## src/design/kps_pkg.sv

```systemverilog
// Shared types and constants for the keyframe palette sampler.
// Used by the controller, the datapath and the top level; depends on nothing.
package kps_pkg;

    localparam int PALETTE_DEPTH = 65536;
    localparam int CLIP_SLOTS    = 16;
    localparam int WORDS_SHIFT   = 4;
    localparam int PAL_AW        = $clog2(PALETTE_DEPTH);
    localparam int CLIP_AW       = (CLIP_SLOTS > 1) ? $clog2(CLIP_SLOTS) : 1;
    localparam int IDX_W         = CLIP_AW + 1;
    localparam int CLIP_EW       = 64;
    localparam int DIV_STEPS     = 32;
    localparam int DIV_CW        = $clog2(DIV_STEPS + 1);

    localparam logic CFG_BONES = 1'b0;
    localparam logic CFG_CLIPS = 1'b1;

    typedef enum logic [1:0] {
        ACT_PAL_WRITE  = 2'd0,
        ACT_CLIP_WRITE = 2'd1,
        ACT_SAMPLE     = 2'd2,
        ACT_FIND       = 2'd3
    } t_action;

    typedef enum logic [4:0] {
        S_IDLE,
        S_DISP,
        S_SM_CHK,
        S_SM_SEL,
        S_DIV,
        S_DIV_FIX,
        S_ADDR_A,
        S_ADDR_B,
        S_CHK_ADDR,
        S_RD_A,
        S_RD_B,
        S_MUL,
        S_BLEND,
        S_LK_RD,
        S_LK_CMP,
        S_DONE
    } t_state;

    typedef struct packed {
        logic load;
        logic pal_we;
        logic clip_we;
        logic clip_rd_lk;
        logic chk_clip;
        logic set_fault;
        logic div_start;
        logic div_step;
        logic div_fix;
        logic addr_a;
        logic addr_b;
        logic pal_rd_b;
        logic cap_a;
        logic mul;
        logic blend;
        logic lk_hit;
        logic lk_next;
        logic out_load;
    } t_cmd;

    typedef struct packed {
        t_action action;
        logic    elem_bad;
        logic    short_clip;
        logic    div_last;
        logic    addr_fault;
        logic    lk_end;
        logic    lk_match;
        logic    out_free;
    } t_sts;

endpackage

```

## src/design/kps_ctrl.sv

```systemverilog
// Sequencing state machine of the keyframe palette sampler.
// Depends on kps_pkg; drives the datapath by command and reads its status.
module kps_ctrl
    import kps_pkg::*;
(
    input  logic   i_clk,
    input  logic   i_rst_n,
    input  logic   i_valid,
    input  t_sts   i_sts,
    output logic   o_ready,
    output t_cmd   o_cmd
);

    t_state r_state;
    t_state n_state;

    always_ff @(posedge i_clk) begin
        if (!i_rst_n) begin
            r_state <= S_IDLE;
        end else begin
            r_state <= n_state;
        end
    end

    always_comb begin
        n_state = r_state;
        case (r_state)
            S_IDLE: begin
                if (i_valid) n_state = S_DISP;
            end
            S_DISP: begin
                case (i_sts.action)
                    ACT_PAL_WRITE:  n_state = S_DONE;
                    ACT_CLIP_WRITE: n_state = S_DONE;
                    ACT_SAMPLE:     n_state = S_SM_CHK;
                    ACT_FIND:       n_state = S_LK_RD;
                    default:        n_state = S_DONE;
                endcase
            end
            S_SM_CHK: n_state = S_SM_SEL;
            S_SM_SEL: begin
                if (i_sts.elem_bad) n_state = S_DONE;
                else if (i_sts.short_clip) n_state = S_ADDR_A;
                else n_state = S_DIV;
            end
            S_DIV: begin
                if (i_sts.div_last) n_state = S_DIV_FIX;
            end
            S_DIV_FIX:  n_state = S_ADDR_A;
            S_ADDR_A:   n_state = S_ADDR_B;
            S_ADDR_B:   n_state = S_CHK_ADDR;
            S_CHK_ADDR: n_state = i_sts.addr_fault ? S_DONE : S_RD_A;
            S_RD_A:     n_state = S_RD_B;
            S_RD_B:     n_state = S_MUL;
            S_MUL:      n_state = S_BLEND;
            S_BLEND:    n_state = S_DONE;
            S_LK_RD:    n_state = i_sts.lk_end ? S_DONE : S_LK_CMP;
            S_LK_CMP:   n_state = i_sts.lk_match ? S_DONE : S_LK_RD;
            S_DONE: begin
                if (i_sts.out_free) n_state = S_IDLE;
            end
            default:    n_state = S_IDLE;
        endcase
    end

    always_comb begin
        o_cmd   = '0;
        o_ready = 1'b0;
        case (r_state)
            S_IDLE: begin
                o_ready    = 1'b1;
                o_cmd.load = i_valid;
            end
            S_DISP: begin
                o_cmd.pal_we  = (i_sts.action == ACT_PAL_WRITE);
                o_cmd.clip_we = (i_sts.action == ACT_CLIP_WRITE);
            end
            S_SM_CHK: o_cmd.chk_clip = 1'b1;
            S_SM_SEL: begin
                o_cmd.set_fault = i_sts.elem_bad;
                o_cmd.div_start = !i_sts.elem_bad && !i_sts.short_clip;
            end
            S_DIV:      o_cmd.div_step = 1'b1;
            S_DIV_FIX:  o_cmd.div_fix = 1'b1;
            S_ADDR_A:   o_cmd.addr_a = 1'b1;
            S_ADDR_B:   o_cmd.addr_b = 1'b1;
            S_CHK_ADDR: o_cmd.set_fault = i_sts.addr_fault;
            S_RD_A:     o_cmd.pal_rd_b = 1'b0;
            S_RD_B: begin
                o_cmd.pal_rd_b = 1'b1;
                o_cmd.cap_a    = 1'b1;
            end
            S_MUL:      o_cmd.mul = 1'b1;
            S_BLEND:    o_cmd.blend = 1'b1;
            S_LK_RD:    o_cmd.clip_rd_lk = 1'b1;
            S_LK_CMP: begin
                o_cmd.clip_rd_lk = 1'b1;
                o_cmd.lk_hit     = i_sts.lk_match;
                o_cmd.lk_next    = !i_sts.lk_match;
            end
            S_DONE:     o_cmd.out_load = i_sts.out_free;
            default:    o_cmd = '0;
        endcase
    end

endmodule

```

## config.mk

```make
export PLATFORM = sky130hd
export DESIGN_NAME = kps_ctrl
export DESIGN_NICKNAME = d
export VERILOG_FILES = /design/src/design/kps_pkg.sv /design/src/design/kps_ctrl.sv
export SDC_FILE = /design/constraint.sdc
export NUM_CORES = 1
export LEC_CHECK = 0
export ABC_AREA = 1
export BUFFER_PORTS_ARGS = -buffer_cell sky130_fd_sc_hd__buf_4
export CAP_MARGIN = 5
export CORE_AREA = 4 4 41 43
export DETAILED_ROUTE_END_ITERATION = 7
export DIE_AREA = 0 0 45 47
export GPL_ROUTABILITY_DRIVEN = 0
export PLACE_DENSITY = 0.66
export SYNTH_ARGS = -nofsm -noshare
export SYNTH_HDL_FRONTEND = slang
export SYNTH_SLANG_ARGS = --single-unit
```

## constraint.sdc

```tcl
create_clock -name i_clk -period 2.3 [get_ports i_clk]
set_input_delay 0.115 -clock i_clk [delete_from_list [all_inputs] [get_ports i_clk]]
set_output_delay 0.115 -clock i_clk [all_outputs]
set_load 0.02 [all_outputs]
```

==> results of run 1 <==
[power breakdown]
group,leakage [nW],internal (W),total (W),switching [W]
clock network,0.0138,0.0000583,0.0000860,0.0000277
logic,0.384,0.000187,0.000520,0.000332
registers,0.0331,0.0000996,0.000133,0.0000338
[area by class of cell]
| type | count | area, um^2 |
|---|---|---|
| inverters | 16 | 60.06 |
| clock buffers | 3 | 22.52 |
| flip-flops and latches | 4 | 80.08 |
| multi-input cells | 71 | 305.3 |
| fillers | 149 | 589.3 |
| repair buffers | 30 | 225.2 |
| well taps | 15 | 18.77 |
[worst reg2reg max path: stages (launching register included)]
cell and delay, ps:
sky130_fd_sc_hd__dfxtp_1 330, sky130_fd_sc_hd__nor2_1 340, sky130_fd_sc_hd__inv_1 130, sky130_fd_sc_hd__nor2_1 140
sky130_fd_sc_hd__nand2_1 70, sky130_fd_sc_hd__nand2_1 70, sky130_fd_sc_hd__nor2_1 40, sky130_fd_sc_hd__nand3_1 60
sky130_fd_sc_hd__nand2_1 50, sky130_fd_sc_hd__inv_1 40
[metal layers]
metal	up-vias	wire length, um
met2	34	642
met3	0	163
li1	355	-
met5	-	0
met1	269	653
met4	0	0
[stage by stage]
step / util, % / instances / area, um^2 / setup WS, ps / hold slack, ps
after floorplan: - / 92 / 452.9 / 896.7 / 212.6
after global placement: 52.98 / 136 / 689.4 / 896.7 / 322.2
after detailed placement: 52.98 / 136 / 689.4 / 876.0 / 316.5
after CTS: 54.71 / 139 / 711.9 / 628.8 / 74.31
after global routing: 54.71 / 139 / 711.9 / 526.2 / 83.57
final: 54.71 / 139 / 711.9 / 646.9 / 79.07
[cell families after synthesis]
| family | count (synthesis) | share of synthesized area, % |
|---|---|---|
| compound gates | 8 | 9.668 |
| buf+inv | 17 | 14.92 |
| flops | 4 | 17.68 |
| simple gates | 63 | 57.74 |
[layout by cell type (no fill, tap or decap)]
cell / count
sky130_fd_sc_hd__a21oi_1: 3
sky130_fd_sc_hd__o21ai_0: 4
sky130_fd_sc_hd__nor2_1: 23
sky130_fd_sc_hd__nand2_2: 1
sky130_fd_sc_hd__nor3_1: 6
sky130_fd_sc_hd__a41oi_1: 1
sky130_fd_sc_hd__and3_1: 1
sky130_fd_sc_hd__nand2_1: 23
sky130_fd_sc_hd__nand4_1: 1
sky130_fd_sc_hd__buf_4: 30
sky130_fd_sc_hd__clkbuf_4: 3
sky130_fd_sc_hd__nand3_1: 8
sky130_fd_sc_hd__inv_1: 16
sky130_fd_sc_hd__dfxtp_1: 4
[final timing paths]
kind / endpoint / start / slack [ps] / cells past startpoint
worst min register to register: r_state[0] / r_state[0] / 630 / 3
worst max-delay path: o_cmd[15] / r_state[2] / 650 / 6
worst max register to register: r_state[1] / r_state[2] / 980 / 9
worst min-delay path: r_state[1] / i_rst_n / 80 / 3
==> qor.json, run 1 <==
{
  "layout-drive-gt1-share": {"value": 27.42, "unit": "%"},
  "cts_inserted_buffers": {"value": 3},
  "vias_per_cell": {"value": 4.734},
  "family_with_the_most_delay_on_the_worst_path": {"value": "simple AND/OR/NAND/NOR gates"},
  "crit_path_max_incr_delay": {"value": 340, "unit": "ps"},
  "largest_registers": {"value": "r_state x4"},
  "post-cts-setup-buffer-count": {"value": 0},
  "min_period_over_period": {"value": 71.87, "unit": "%"},
  "floorplan.die.height": {"value": 47, "unit": "um"},
  "syn_area": {"value": 452.9, "unit": "um^2"},
  "io_buffer_count": {"value": 30},
  "drt_first_iter_violations": {"value": 11},
  "path_clk_slew": {"value": 40, "unit": "ps"},
  "number_of_enable_type_register_cells_in_the_synthesized_netlist": {"value": 0},
  "crit_path_max_fanout": {"value": 6},
  "ios": {"value": 31},
  "mean_instance_size_in_the_synthesized_netlist": {"value": 4.923, "unit": "um^2"},
  "ys_seq_area_share": {"value": 17.68, "unit": "%"},
  "critPathBufInv": {"value": 3},
  "leakage": {"value": 0.4310, "unit": "nW"},
  "cts_hold_repair.buffers": {"value": 0},
  "dieArea": {"value": 2115, "unit": "um^2"},
  "clock_tree.htree_level_count": {"value": 1},
  "postSynthCellCount": {"value": 92},
  "detail_route.first_pass.iterations": {"value": 4},
  "grt.overflow.total": {"value": 0},
  "final_net_count": {"value": 138},
  "cell_chosen_for_the_clock_root": {"value": "sky130_fd_sc_hd__clkbuf_4"},
  "syn_nets": {"value": 104},
  "cp_data_required_time": {"value": 2180, "unit": "ps"},
  "powerDensity": {"value": 1038, "unit": "nW/um^2"},
  "final-setup-viol-count": {"value": 0},
  "gr-usage-all-layers": {"value": 13.97, "unit": "%"},
  "ys_types": {"value": 13},
  "grt_antenna_before_repair": {"value": 0},
  "asyncSetResetFlopFracSynth": {"value": 0, "unit": "%"},
  "busiest_layer": {"value": "met2"},
  "clock.fmax": {"value": 604.9, "unit": "MHz"},
  "largest_register": {"value": "r_state"},
  "power": {"value": 0.0007390, "unit": "W"},
  "synth.top_cells.by_area": {"value": "sky130_fd_sc_hd__nand2_1, sky130_fd_sc_hd__nor2_1, sky130_fd_sc_hd__dfxtp_1"},
  "endpoint_kind": {"value": "primary output"},
  "dr_total_vias": {"value": 658},
  "crit_type": {"value": "flop to primary output"},
  "post_cts_sizing": {"value": 0},
  "setup_repair_after_global_routing_missed_its_margin": {"value": "false"},
  "grt_max_degree": {"value": 8},
  "wire_length_of_the_first_global_routing_pass": {"value": 2.228, "unit": "mm"},
  "fin_setup_tns": {"value": 0, "unit": "ps"},
  "status": {"value": "completed"},
  "worstPathArrival": {"value": 1540, "unit": "ps"},
  "ant_nets": {"value": 0},
  "globalRouteMet1Util": {"value": 17.69, "unit": "%"},
  "final.setup_skew": {"value": 6.312, "unit": "ps"},
  "vias_in_the_first_global_route": {"value": 561},
  "antenna_diode_count": {"value": 0},
  "die_x": {"value": 45, "unit": "um"},
  "layout-area-overhead-vs-synth": {"value": 57.18, "unit": "%"},
  "cts.sink_count": {"value": 4},
  "vdd_ir_drop_max": {"value": 0.0005365, "unit": "V"},
  "floorplan.initialDensity": {"value": 34.81, "unit": "%"},
  "cts.path.max_buffers": {"value": 2},
  "use_met3": {"value": 2.682, "unit": "%"},
  "synth_commonest_cells": {"value": "sky130_fd_sc_hd__nand2_1, sky130_fd_sc_hd__nor2_1, sky130_fd_sc_hd__inv_1, sky130_fd_sc_hd__nand3_1, sky130_fd_sc_hd__nor3_1"},
  "routed_wl": {"value": 1.459, "unit": "mm"},
  "slew-limit-headroom": {"value": 73.68, "unit": "%"},
  "core-area": {"value": 1301, "unit": "um^2"},
  "fp-row-count": {"value": 13},
  "cp_cell_sequence": {"value": "nor2_1 > inv_1 > nor2_1 > inv_1 > nor3_1 > buf_4"},
  "tritoncts_clock_tree": {"value": "built"},
  "hold_viol_final": {"value": 0},
  "drc": {"value": 0},
  "dominantRegCellSynth": {"value": "sky130_fd_sc_hd__dfxtp_1"},
  "yosys_register_bits": {"value": 4},
  "fraction_of_synthesized_cell_area_taken_by_the_top_area_cell_type": {"value": 19.06, "unit": "%"},
  "worst_path_slowest_cell": {"value": "sky130_fd_sc_hd__nor2_1"},
  "synth_largest_area_cell": {"value": "sky130_fd_sc_hd__nand2_1"},
  "worstMarginPinSlew": {"value": 393.3, "unit": "ps"},
  "flip_flop_count_of_the_largest_register_all_copies_and_words_added": {"value": 4},
  "dp_hpwl": {"value": 1.269, "unit": "mm"},
  "post-route-min-period": {"value": 1653, "unit": "ps"},
  "routed_wire_length_per_instance": {"value": 10.50, "unit": "um"},
  "drv_slew": {"value": 0},
  "timing.max_cap.violations": {"value": 0},
  "global_route.usage.met2": {"value": 25.14, "unit": "%"},
  "clock_insertion_delay_worst_skew": {"value": 230, "unit": "ps"},
  "ys_warn_count": {"value": 0},
  "holdCritPathClass": {"value": "primary input to flop"},
  "start_kind": {"value": "flop"}
}
Note: power is estimated with default switching activity, not from simulation.
==> run 2, diff against run 1 <==
==> config.mk (replaced) <==
export PLATFORM = sky130hd
export DESIGN_NAME = kps_ctrl
export DESIGN_NICKNAME = d
export VERILOG_FILES = /design/src/design/kps_pkg.sv /design/src/design/kps_ctrl.sv
export SDC_FILE = /design/constraint.sdc
export NUM_CORES = 1
export LEC_CHECK = 0
export ABC_AREA = 0
export BUFFER_PORTS_ARGS = -buffer_cell sky130_fd_sc_hd__buf_4
export CAP_MARGIN = 5
export CORE_MARGIN = 4
export CORE_UTILIZATION = 43
export DETAILED_ROUTE_END_ITERATION = 7
export GPL_ROUTABILITY_DRIVEN = 0
export PLACE_DENSITY = 0.76
export SYNTH_ARGS = -nofsm -noshare
export SYNTH_HDL_FRONTEND = slang
export SYNTH_SLANG_ARGS = --single-unit
==> constraint.sdc (replaced) <==
create_clock -name i_clk -period 1.68 [get_ports i_clk]
set_input_delay 0.084 -clock i_clk [delete_from_list [all_inputs] [get_ports i_clk]]
set_output_delay 0.084 -clock i_clk [all_outputs]
set_load 0.02 [all_outputs]
==> run 2 against run 1 <==
  * Core utilization is 14 points higher
  * Sequential cell count unchanged
  * Design area grew 14%
==> qor.json, run 2 <==
{
  "status": {"value": "completed", "change": "unchanged"},
  "number_of_enable_type_register_cells_in_the_synthesized_netlist": {"value": 0, "change": "unchanged"},
  "holdCritPathClass": {"value": "primary input to flop", "change": "unchanged"},
  "hold_viol_final": {"value": 0, "change": "unchanged"},
  "gr-usage-all-layers": {"value": 17.65, "unit": "%", "change": "was 13.97%"},
  "crit_top_cell": {"value": "sky130_fd_sc_hd__buf_4"},
  "post-cts-setup-buffer-count": {"value": 0, "change": "unchanged"},
  "ant_nets": {"value": 0, "change": "unchanged"},
  "final.setup_skew": {"value": 0.8217, "unit": "ps", "change": "was 6.312 ps"},
  "floorplan.die.height": {"value": 44.19, "unit": "um", "change": "was 47 um"},
  "routed_wire_length_per_instance": {"value": 13.55, "unit": "um", "change": "was 10.50 um"},
  "synth.top_cells.by_area": {"value": "sky130_fd_sc_hd__dfxtp_1, sky130_fd_sc_hd__nor2_1, sky130_fd_sc_hd__nor2b_1", "change": "was sky130_fd_sc_hd__nand2_1, sky130_fd_sc_hd__nor2_1, sky130_fd_sc_hd__dfxtp_1"},
  "yosys_register_bits": {"value": 4, "change": "unchanged"},
  "crit_type": {"value": "flop to primary output", "change": "unchanged"},
  "powerDensity": {"value": 1413, "unit": "nW/um^2", "change": "was 1038 nW/um^2"},
  "antenna_diode_count": {"value": 0, "change": "unchanged"},
  "floorplan.initialDensity": {"value": 48.08, "unit": "%", "change": "was 34.81%"},
  "cts.path.max_buffers": {"value": 2, "change": "unchanged"},
  "worstMarginPinSlew": {"value": 405.4, "unit": "ps", "change": "was 393.3 ps"},
  "ys_warn_count": {"value": 0, "change": "unchanged"},
  "netSwitchingFraction": {"value": 50.21, "unit": "%", "change": "was 53.27%"},
  "cts_inserted_buffers": {"value": 3, "change": "unchanged"},
  "routed_wl": {"value": 1.667, "unit": "mm", "change": "was 1.459 mm"},
  "drt_first_iter_violations": {"value": 12, "change": "was 11"},
  "timing.max_cap.violations": {"value": 0, "change": "unchanged"},
  "worst_path_slowest_cell": {"value": "sky130_fd_sc_hd__dfxtp_1", "change": "was sky130_fd_sc_hd__nor2_1"},
  "comb_power_share": {"value": 63.4, "unit": "%", "change": "was 70.3%"},
  "ys_types": {"value": 37, "change": "was 13"},
  "layout-drive-gt1-share": {"value": 40.37, "unit": "%", "change": "was 27.42%"},
  "crit_path_max_incr_delay": {"value": 560, "unit": "ps", "change": "was 340 ps"},
  "io_buffer_count": {"value": 30, "change": "unchanged"},
  "final.hold.worst_slack": {"value": 100.8, "unit": "ps", "change": "was 79.07 ps"},
  "drv_slew": {"value": 0, "change": "unchanged"},
  "final-setup-viol-count": {"value": 0, "change": "unchanged"},
  "largest_registers": {"value": "r_state x4", "change": "unchanged"},
  "flip_flop_count_of_the_largest_register_all_copies_and_words_added": {"value": 4, "change": "unchanged"},
  "dominantRegCellSynth": {"value": "sky130_fd_sc_hd__dfxtp_1", "change": "unchanged"},
  "asyncSetResetFlopFracSynth": {"value": 0, "unit": "%", "change": "unchanged"},
  "vias_per_cell": {"value": 5.724, "change": "was 4.734"},
  "dieArea": {"value": 1952, "unit": "um^2", "change": "was 2115 um^2"},
  "mean_instance_size_in_the_synthesized_netlist": {"value": 6.866, "unit": "um^2", "change": "was 4.923 um^2"},
  "ff_latch_area": {"value": 88.84, "unit": "um^2", "change": "was 80.08 um^2"},
  "post-route-min-period": {"value": 1548, "unit": "ps"},
  "worstPathArrival": {"value": 1460, "unit": "ps", "change": "was 1540 ps"},
  "slew-limit-headroom": {"value": 72.94, "unit": "%", "change": "was 73.68%"},
  "postSynthCellCount": {"value": 82, "change": "was 92"},
  "grt_antenna_before_repair": {"value": 0, "change": "unchanged"},
  "family_with_the_most_delay_on_the_worst_path": {"value": "flip-flops", "change": "was simple AND/OR/NAND/NOR gates"},
  "clock_tree.htree_level_count": {"value": 1, "change": "unchanged"},
  "syn_nets": {"value": 94, "change": "was 104"},
  "syn_area": {"value": 563.0, "unit": "um^2", "change": "was 452.9 um^2"},
  "layout_commonest_cell": {"value": "sky130_fd_sc_hd__buf_4", "change": "unchanged"},
  "synth_commonest_cells": {"value": "sky130_fd_sc_hd__nor2_1, sky130_fd_sc_hd__nand2_1, sky130_fd_sc_hd__nor3_1, sky130_fd_sc_hd__buf_2, sky130_fd_sc_hd__nor2b_1", "change": "was sky130_fd_sc_hd__nand2_1, sky130_fd_sc_hd__nor2_1, sky130_fd_sc_hd__inv_1, sky130_fd_sc_hd__nand3_1, sky130_fd_sc_hd__nor3_1"},
  "cell_internal_pwr": {"value": 0.0005695, "unit": "W", "change": "was 0.0003453 W"},
  "power_frac_seq": {"value": 26.1, "unit": "%", "change": "was 18.1%"},
  "synthMostInstantiatedCell": {"value": "sky130_fd_sc_hd__nor2_1"},
  "drc": {"value": 0, "change": "unchanged"},
  "clock.fmax": {"value": 645.8, "unit": "MHz"},
  "layout_common_cells": {"value": "sky130_fd_sc_hd__buf_4, sky130_fd_sc_hd__nor2_1, sky130_fd_sc_hd__nand2_1", "change": "was sky130_fd_sc_hd__buf_4, sky130_fd_sc_hd__nand2_1, sky130_fd_sc_hd__nor2_1"},
  "cts.sink_count": {"value": 4, "change": "unchanged"},
  "grt.overflow.total": {"value": 0, "change": "unchanged"},
  "cell_chosen_for_the_clock_root": {"value": "sky130_fd_sc_hd__clkbuf_4", "change": "unchanged"},
  "core-area": {"value": 1171, "unit": "um^2", "change": "was 1301 um^2"},
  "critPathBufInv": {"value": 2, "change": "was 3"},
  "synth_largest_area_cell": {"value": "sky130_fd_sc_hd__dfxtp_1", "change": "was sky130_fd_sc_hd__nand2_1"},
  "cp_cell_sequence": {"value": "buf_4 > nand2_1 > nor3_1 > buf_4", "change": "was nor2_1 > inv_1 > nor2_1 > inv_1 > nor3_1 > buf_4"},
  "n_fill_cell": {"value": 109, "change": "was 149"},
  "vdd_ir_drop_max": {"value": 0.0009306, "unit": "V", "change": "was 0.0005365 V"},
  "final_net_count": {"value": 123, "change": "was 138"},
  "wire_length_of_the_first_global_routing_pass": {"value": 2.746, "unit": "mm", "change": "was 2.228 mm"},
  "dp_hpwl": {"value": 1.273, "unit": "mm", "change": "was 1.269 mm"},
  "clock_insertion_delay_worst_skew": {"value": 230, "unit": "ps", "change": "about the same"},
  "switchingPower": {"value": 0.0005742, "unit": "W", "change": "was 0.0003937 W"},
  "setup_repair_after_global_routing_missed_its_margin": {"value": "false", "change": "unchanged"},
  "die_x": {"value": 44.19, "unit": "um", "change": "was 45 um"},
  "tritoncts_clock_tree": {"value": "built", "change": "unchanged"},
  "fraction_of_synthesized_cell_area_taken_by_the_top_area_cell_type": {"value": 14.22, "unit": "%", "change": "was 19.06%"},
  "ys_seq_area_share": {"value": 14.22, "unit": "%", "change": "was 17.68%"},
  "vias_in_the_first_global_route": {"value": 661, "change": "was 561"},
  "largest_register": {"value": "r_state", "change": "unchanged"},
  "clockPowerShare": {"value": 10.4, "unit": "%", "change": "was 11.6%"},
  "endpoint_kind": {"value": "primary output", "change": "unchanged"},
  "ios": {"value": 31, "change": "unchanged"},
  "dr_total_vias": {"value": 704, "change": "was 658"},
  "grt_max_degree": {"value": 20, "change": "was 8"},
  "min_period_over_period": {"value": 92.17, "unit": "%"},
  "multi_input_comb_area": {"value": 432.9, "unit": "um^2", "change": "was 305.3 um^2"},
  "start_kind": {"value": "flop", "change": "unchanged"},
  "crit_path_max_fanout": {"value": 11, "change": "was 6"},
  "layout-area-overhead-vs-synth": {"value": 43.78, "unit": "%", "change": "was 57.18%"},
  "fp-row-count": {"value": 12, "change": "was 13"},
  "cp_data_required_time": {"value": 1600, "unit": "ps", "change": "was 2180 ps"},
  "detail_route.first_pass.iterations": {"value": 4, "change": "unchanged"},
  "path_clk_slew": {"value": 40, "unit": "ps", "change": "about the same"},
  "fin_setup_tns": {"value": 0, "unit": "ps", "change": "unchanged"},
  "leakage": {"value": 0.3523, "unit": "nW", "change": "was 0.4310 nW"}
}
run 2: cell types whose count changed in the layout (fill, tap and decap cells not counted), sizes merged, moves of 2 or more:
cell,change
nand2,-16
inv,-14
nor2,-13
nand3,-8
nor2b,+5
nand2b,+4
a21boi,+3
and2,+3
nor3b,+3
buf,+2
o31ai,+2
run 2: cells by family after synthesis:
logic type	Yosys count	share of synthesized area, %
compound gates	21	27.11
buf+inv	10	9.331
flops	4	14.22
mux	1	1.778
simple gates	46	47.56
run 2: final timing paths:
| kind | start | to | slack (ps) | cells after the start |
|---|---|---|---|---|
| worst min-delay path | i_rst_n | r_state[3] | 100 | 2 |
| worst max register to register | r_state[2] | r_state[1] | 220 | 5 |
| worst max-delay path | r_state[2] | o_cmd[1] | 130 | 4 |
| worst min register to register | r_state[2] | r_state[2] | 670 | 2 |
run 2: metrics by stage:
stage / area, um^2 / total power, W / std cells / setup WS [ps] / util, %
6_report: 809.5 / 0.001144 / 123 / 131.5 / 69.12
5_1_grt: 809.5 / 0.001250 / 123 / 21.13 / 69.12
4_1_cts: 800.8 / 0.001124 / 123 / 113.5 / 68.38
3_5_place_dp: 775.7 / 0.0009988 / 120 / 117.7 / 66.24
3_3_place_gp: 775.7 / 0.0009861 / 120 / 166.0 / 66.24
2_1_floorplan: 563.0 / 0.0007796 / 82 / 94.40 / -
run 2: worst register-to-register path, cell delays in order (launching register included):
cell,delay (ps)
sky130_fd_sc_hd__dfxtp_1,560
sky130_fd_sc_hd__buf_4,230
sky130_fd_sc_hd__nand2_2,70
sky130_fd_sc_hd__o21bai_2,110
sky130_fd_sc_hd__a21oi_1,80
sky130_fd_sc_hd__o31a_1,290
run 2: final cells by class:
class                      instances  area share (%)
tap                               14           2.164
sequential                         4           10.97
inverter                           2          0.9274
timing repair buffer              32           29.68
clock buffer                       3           2.782
multi-input combinational         68           53.48
run 2: routing by layer:
metal / vias to the layer above / wire, um / part of all wire [%] / global-route usage (%)
met5: - / 0 / 0 / 0
met3: 4 / 80 / 4.8 / 0.4065
met1: 329 / 733 / 44 / 22.60
met2: 23 / 827 / 50 / 30.52
li1: 348 / - / - / -
met4: 0 / 25 / 1.5 / 7.831
run 2: power groups by stage:
stage	logic [W]	clock network [W]	registers (W)
global placement	0.000715	0	0.000271
finish	0.000726	0.000119	0.000299
global route	0.000801	0.000133	0.000315
detailed placement	0.000723	0	0.000276
floorplan	0.000624	0	0.000155
CTS	0.000724	0.000122	0.000278
run 2: what timing repair did:
item,CTS,global route
setup endpoints to repair,1,4
hold buffers,0,0
gates cloned,0,0
resized for setup,2,4
==> run 3, diff against run 2 <==
--- a/config.mk
+++ b/config.mk
@@ -12,7 +12,9 @@
 export CORE_UTILIZATION = 43
 export DETAILED_ROUTE_END_ITERATION = 7
 export GPL_ROUTABILITY_DRIVEN = 0
+export HOLD_SLACK_MARGIN = 0.15
 export PLACE_DENSITY = 0.76
+export RECOVER_POWER = 25
 export SYNTH_ARGS = -nofsm -noshare
 export SYNTH_HDL_FRONTEND = slang
 export SYNTH_SLANG_ARGS = --single-unit
==> run 3 against run 2 <==
  * Non-clock buffer count rose by 1
  * Fmax barely moved
  * Power fell by 0.70%
  * Global-route usage rose by 0.58 points
  * Core utilization fell by 0.43 points
  * Critical path type unchanged
  * Largest cell class unchanged
  * Largest power group unchanged
==> qor.json, run 3 (synthesized netlist as in run 2, its figures left out) <==
{
  "worstPathArrival": {"value": 1470, "unit": "ps", "change": "was 1460 ps"},
  "tritoncts_clock_tree": {"value": "built", "change": "unchanged"},
  "regToRegEndpoint": {"value": "r_state[1]", "change": "unchanged"},
  "busiest_layer": {"value": "met2", "change": "unchanged"},
  "worstMarginPinSlew": {"value": 395.6, "unit": "ps", "change": "was 405.4 ps"},
  "vdd_ir_drop_max": {"value": 0.0009311, "unit": "V", "change": "was 0.0009306 V"},
  "fin_setup_tns": {"value": 0, "unit": "ps", "change": "unchanged"},
  "io_buffer_count": {"value": 30, "change": "unchanged"},
  "dieArea": {"value": 1952, "unit": "um^2", "change": "unchanged"},
  "grt_max_degree": {"value": 20, "change": "unchanged"},
  "ff2ff_path_depth": {"value": 5, "change": "unchanged"},
  "final.hold.worst_slack": {"value": 210.4, "unit": "ps", "change": "was 100.8 ps"},
  "flip_flop_count_of_the_largest_register_all_copies_and_words_added": {"value": 4, "change": "unchanged"},
  "setup.worst_path.start": {"value": "r_state[2]", "change": "unchanged"},
  "endpoint": {"value": "o_cmd[1]", "change": "unchanged"},
  "floorplan.die.height": {"value": 44.19, "unit": "um", "change": "unchanged"},
  "leakage": {"value": 0.3385, "unit": "nW", "change": "was 0.3523 nW"},
  "use_met3": {"value": 0.4065, "unit": "%", "change": "unchanged"},
  "powerDensity": {"value": 1412, "unit": "nW/um^2", "change": "was 1413 nW/um^2"},
  "dp_hpwl": {"value": 1.273, "unit": "mm", "change": "unchanged"},
  "clock_insertion_delay_worst_skew": {"value": 230, "unit": "ps", "change": "about the same"},
  "endpoint_kind": {"value": "primary output", "change": "unchanged"},
  "holdCritPathClass": {"value": "primary input to flop", "change": "unchanged"},
  "drt_first_iter_violations": {"value": 28, "change": "was 12"},
  "cts.sink_count": {"value": 4, "change": "unchanged"},
  "core-area": {"value": 1171, "unit": "um^2", "change": "unchanged"},
  "cts_inserted_buffers": {"value": 3, "change": "unchanged"},
  "layout-area-overhead-vs-synth": {"value": 42.89, "unit": "%", "change": "was 43.78%"},
  "clock.fmax": {"value": 645.4, "unit": "MHz", "change": "was 645.8 MHz"},
  "final_net_count": {"value": 124, "change": "was 123"},
  "start_kind": {"value": "flop", "change": "unchanged"},
  "drv_slew": {"value": 0, "change": "unchanged"},
  "post-cts-setup-buffer-count": {"value": 0, "change": "unchanged"},
  "hold_viol_final": {"value": 0, "change": "unchanged"},
  "status": {"value": "completed", "change": "unchanged"},
  "ant_nets": {"value": 0, "change": "unchanged"},
  "slew-limit-headroom": {"value": 73.59, "unit": "%", "change": "was 72.94%"},
  "ios": {"value": 31, "change": "unchanged"},
  "detail_route.first_pass.iterations": {"value": 4, "change": "unchanged"},
  "globalRouteMet1Util": {"value": 23.56, "unit": "%", "change": "was 22.60%"},
  "layout_common_cells": {"value": "sky130_fd_sc_hd__buf_4, sky130_fd_sc_hd__nor2_1, sky130_fd_sc_hd__nand2_1", "change": "unchanged"},
  "global_route.usage.met2": {"value": 31.98, "unit": "%", "change": "was 30.52%"},
  "floorplan.initialDensity": {"value": 48.08, "unit": "%", "change": "unchanged"},
  "wire_length_of_the_first_global_routing_pass": {"value": 2.842, "unit": "mm", "change": "was 2.746 mm"},
  "largest_registers": {"value": "r_state x4", "change": "unchanged"},
  "layout_commonest_cell": {"value": "sky130_fd_sc_hd__buf_4", "change": "unchanged"},
  "cp_data_required_time": {"value": 1600, "unit": "ps", "change": "about the same"},
  "largest_register": {"value": "r_state", "change": "unchanged"},
  "path_clk_slew": {"value": 40, "unit": "ps", "change": "about the same"},
  "cell_chosen_for_the_clock_root": {"value": "sky130_fd_sc_hd__clkbuf_4", "change": "unchanged"},
  "clock_tree.htree_level_count": {"value": 1, "change": "unchanged"},
  "die_x": {"value": 44.19, "unit": "um", "change": "unchanged"},
  "fp-row-count": {"value": 12, "change": "unchanged"},
  "min_period_over_period": {"value": 92.23, "unit": "%", "change": "was 92.17%"},
  "vias_in_the_first_global_route": {"value": 670, "change": "was 661"},
  "timing.rr.start": {"value": "r_state[2]", "change": "unchanged"},
  "final.setup_skew": {"value": 0.2958, "unit": "ps", "change": "was 0.8217 ps"},
  "r2r_slack": {"value": 230, "unit": "ps", "change": "was 220 ps"},
  "dr_total_vias": {"value": 726, "change": "was 704"},
  "crit_type": {"value": "flop to primary output", "change": "unchanged"},
  "antenna_diode_count": {"value": 0, "change": "unchanged"},
  "setup_repair_after_global_routing_missed_its_margin": {"value": "false", "change": "unchanged"},
  "drc": {"value": 0, "change": "unchanged"},
  "grt_antenna_before_repair": {"value": 0, "change": "unchanged"},
  "routed_wire_length_per_instance": {"value": 13.61, "unit": "um", "change": "was 13.55 um"},
  "crit_path_max_fanout": {"value": 11, "change": "unchanged"},
  "grt.overflow.total": {"value": 0, "change": "unchanged"},
  "layout-drive-gt1-share": {"value": 36.36, "unit": "%", "change": "was 40.37%"},
  "gr-usage-all-layers": {"value": 18.23, "unit": "%", "change": "was 17.65%"},
  "post-route-min-period": {"value": 1549, "unit": "ps", "change": "was 1548 ps"},
  "final-setup-viol-count": {"value": 0, "change": "unchanged"},
  "routed_wl": {"value": 1.688, "unit": "mm", "change": "was 1.667 mm"},
  "cts.path.max_buffers": {"value": 2, "change": "unchanged"},
  "vias_per_cell": {"value": 5.855, "change": "was 5.724"},
  "timing.max_cap.violations": {"value": 0, "change": "unchanged"}
}
==> run 3: cell count changes in the layout (fill, tap and decap cells not counted) <==
cell                            previous run  this run
sky130_fd_sc_hd__clkbuf_1                  0         4
sky130_fd_sc_hd__and2_0                    0         1
sky130_fd_sc_hd__and2_1                    3         2
sky130_fd_sc_hd__buf_4                    32        28
sky130_fd_sc_hd__dlygate4sd3_1             0         1
==> run 3: worst min-delay path by stage <==
stage	slack [ps]	end	cells past startpoint	startpoint
floorplan	210	r_state[3]	1	i_rst_n
global placement	320	r_state[3]	2	i_rst_n
detailed placement	330	r_state[3]	2	i_rst_n
CTS	210	r_state[0]	3	i_sts[0]
global route	230	r_state[0]	3	i_sts[0]
finish	210	r_state[0]	3	i_sts[0]
==> run 3: through the flow <==
step	instance area (um^2)	total power, W	utilization (%)	std cells	worst slack (ps)
floorplan	563.0	0.0007796	-	82	94.40
global placement	775.7	0.0009861	66.24	120	166.0
detailed placement	775.7	0.0009988	66.24	120	117.7
CTS	810.8	0.001126	69.23	124	113.5
global route	804.5	0.001240	68.70	124	9.062
finish	804.5	0.001136	68.70	124	130.5
==> run 3: metal layers <==
layer | share of wire (%) | wire length (um)
met3 | 5.6 | 94
met5 | 0 | 0
met1 | 42 | 713
met4 | 1.5 | 25
met2 | 51 | 855
==> run 3: repair_timing <==
item / CTS / global route
endpoints found under the hold margin: 4 / 0
resized for setup: 2 / 4
hold buffers: 1 / 0
endpoints found under the setup margin: 1 / 3
==> run 3: worst max-delay path, cell delays in order (launching register included) <==
cell,delay [ps]
sky130_fd_sc_hd__dfxtp_1,550
sky130_fd_sc_hd__buf_4,230
sky130_fd_sc_hd__nand2_1,110
sky130_fd_sc_hd__nor3_1,160
sky130_fd_sc_hd__buf_4,170
==> run 3: where the power goes <==
part	total, W	switching [W]	internal [W]
Sequential	0.000297	0.000147	0.000149
Combinational	0.000716	0.000385	0.000331
Clock	0.000123	0.0000431	0.0000802
==> run 3: area by class of cell <==
class                      instances  area [um^2]
inverter                           2        7.507
sequential                         4        88.84
tap                               14        17.52
timing repair buffer              33        235.2
multi-input combinational         68        432.9
clock buffer                       3        22.52
fill                             111        366.6
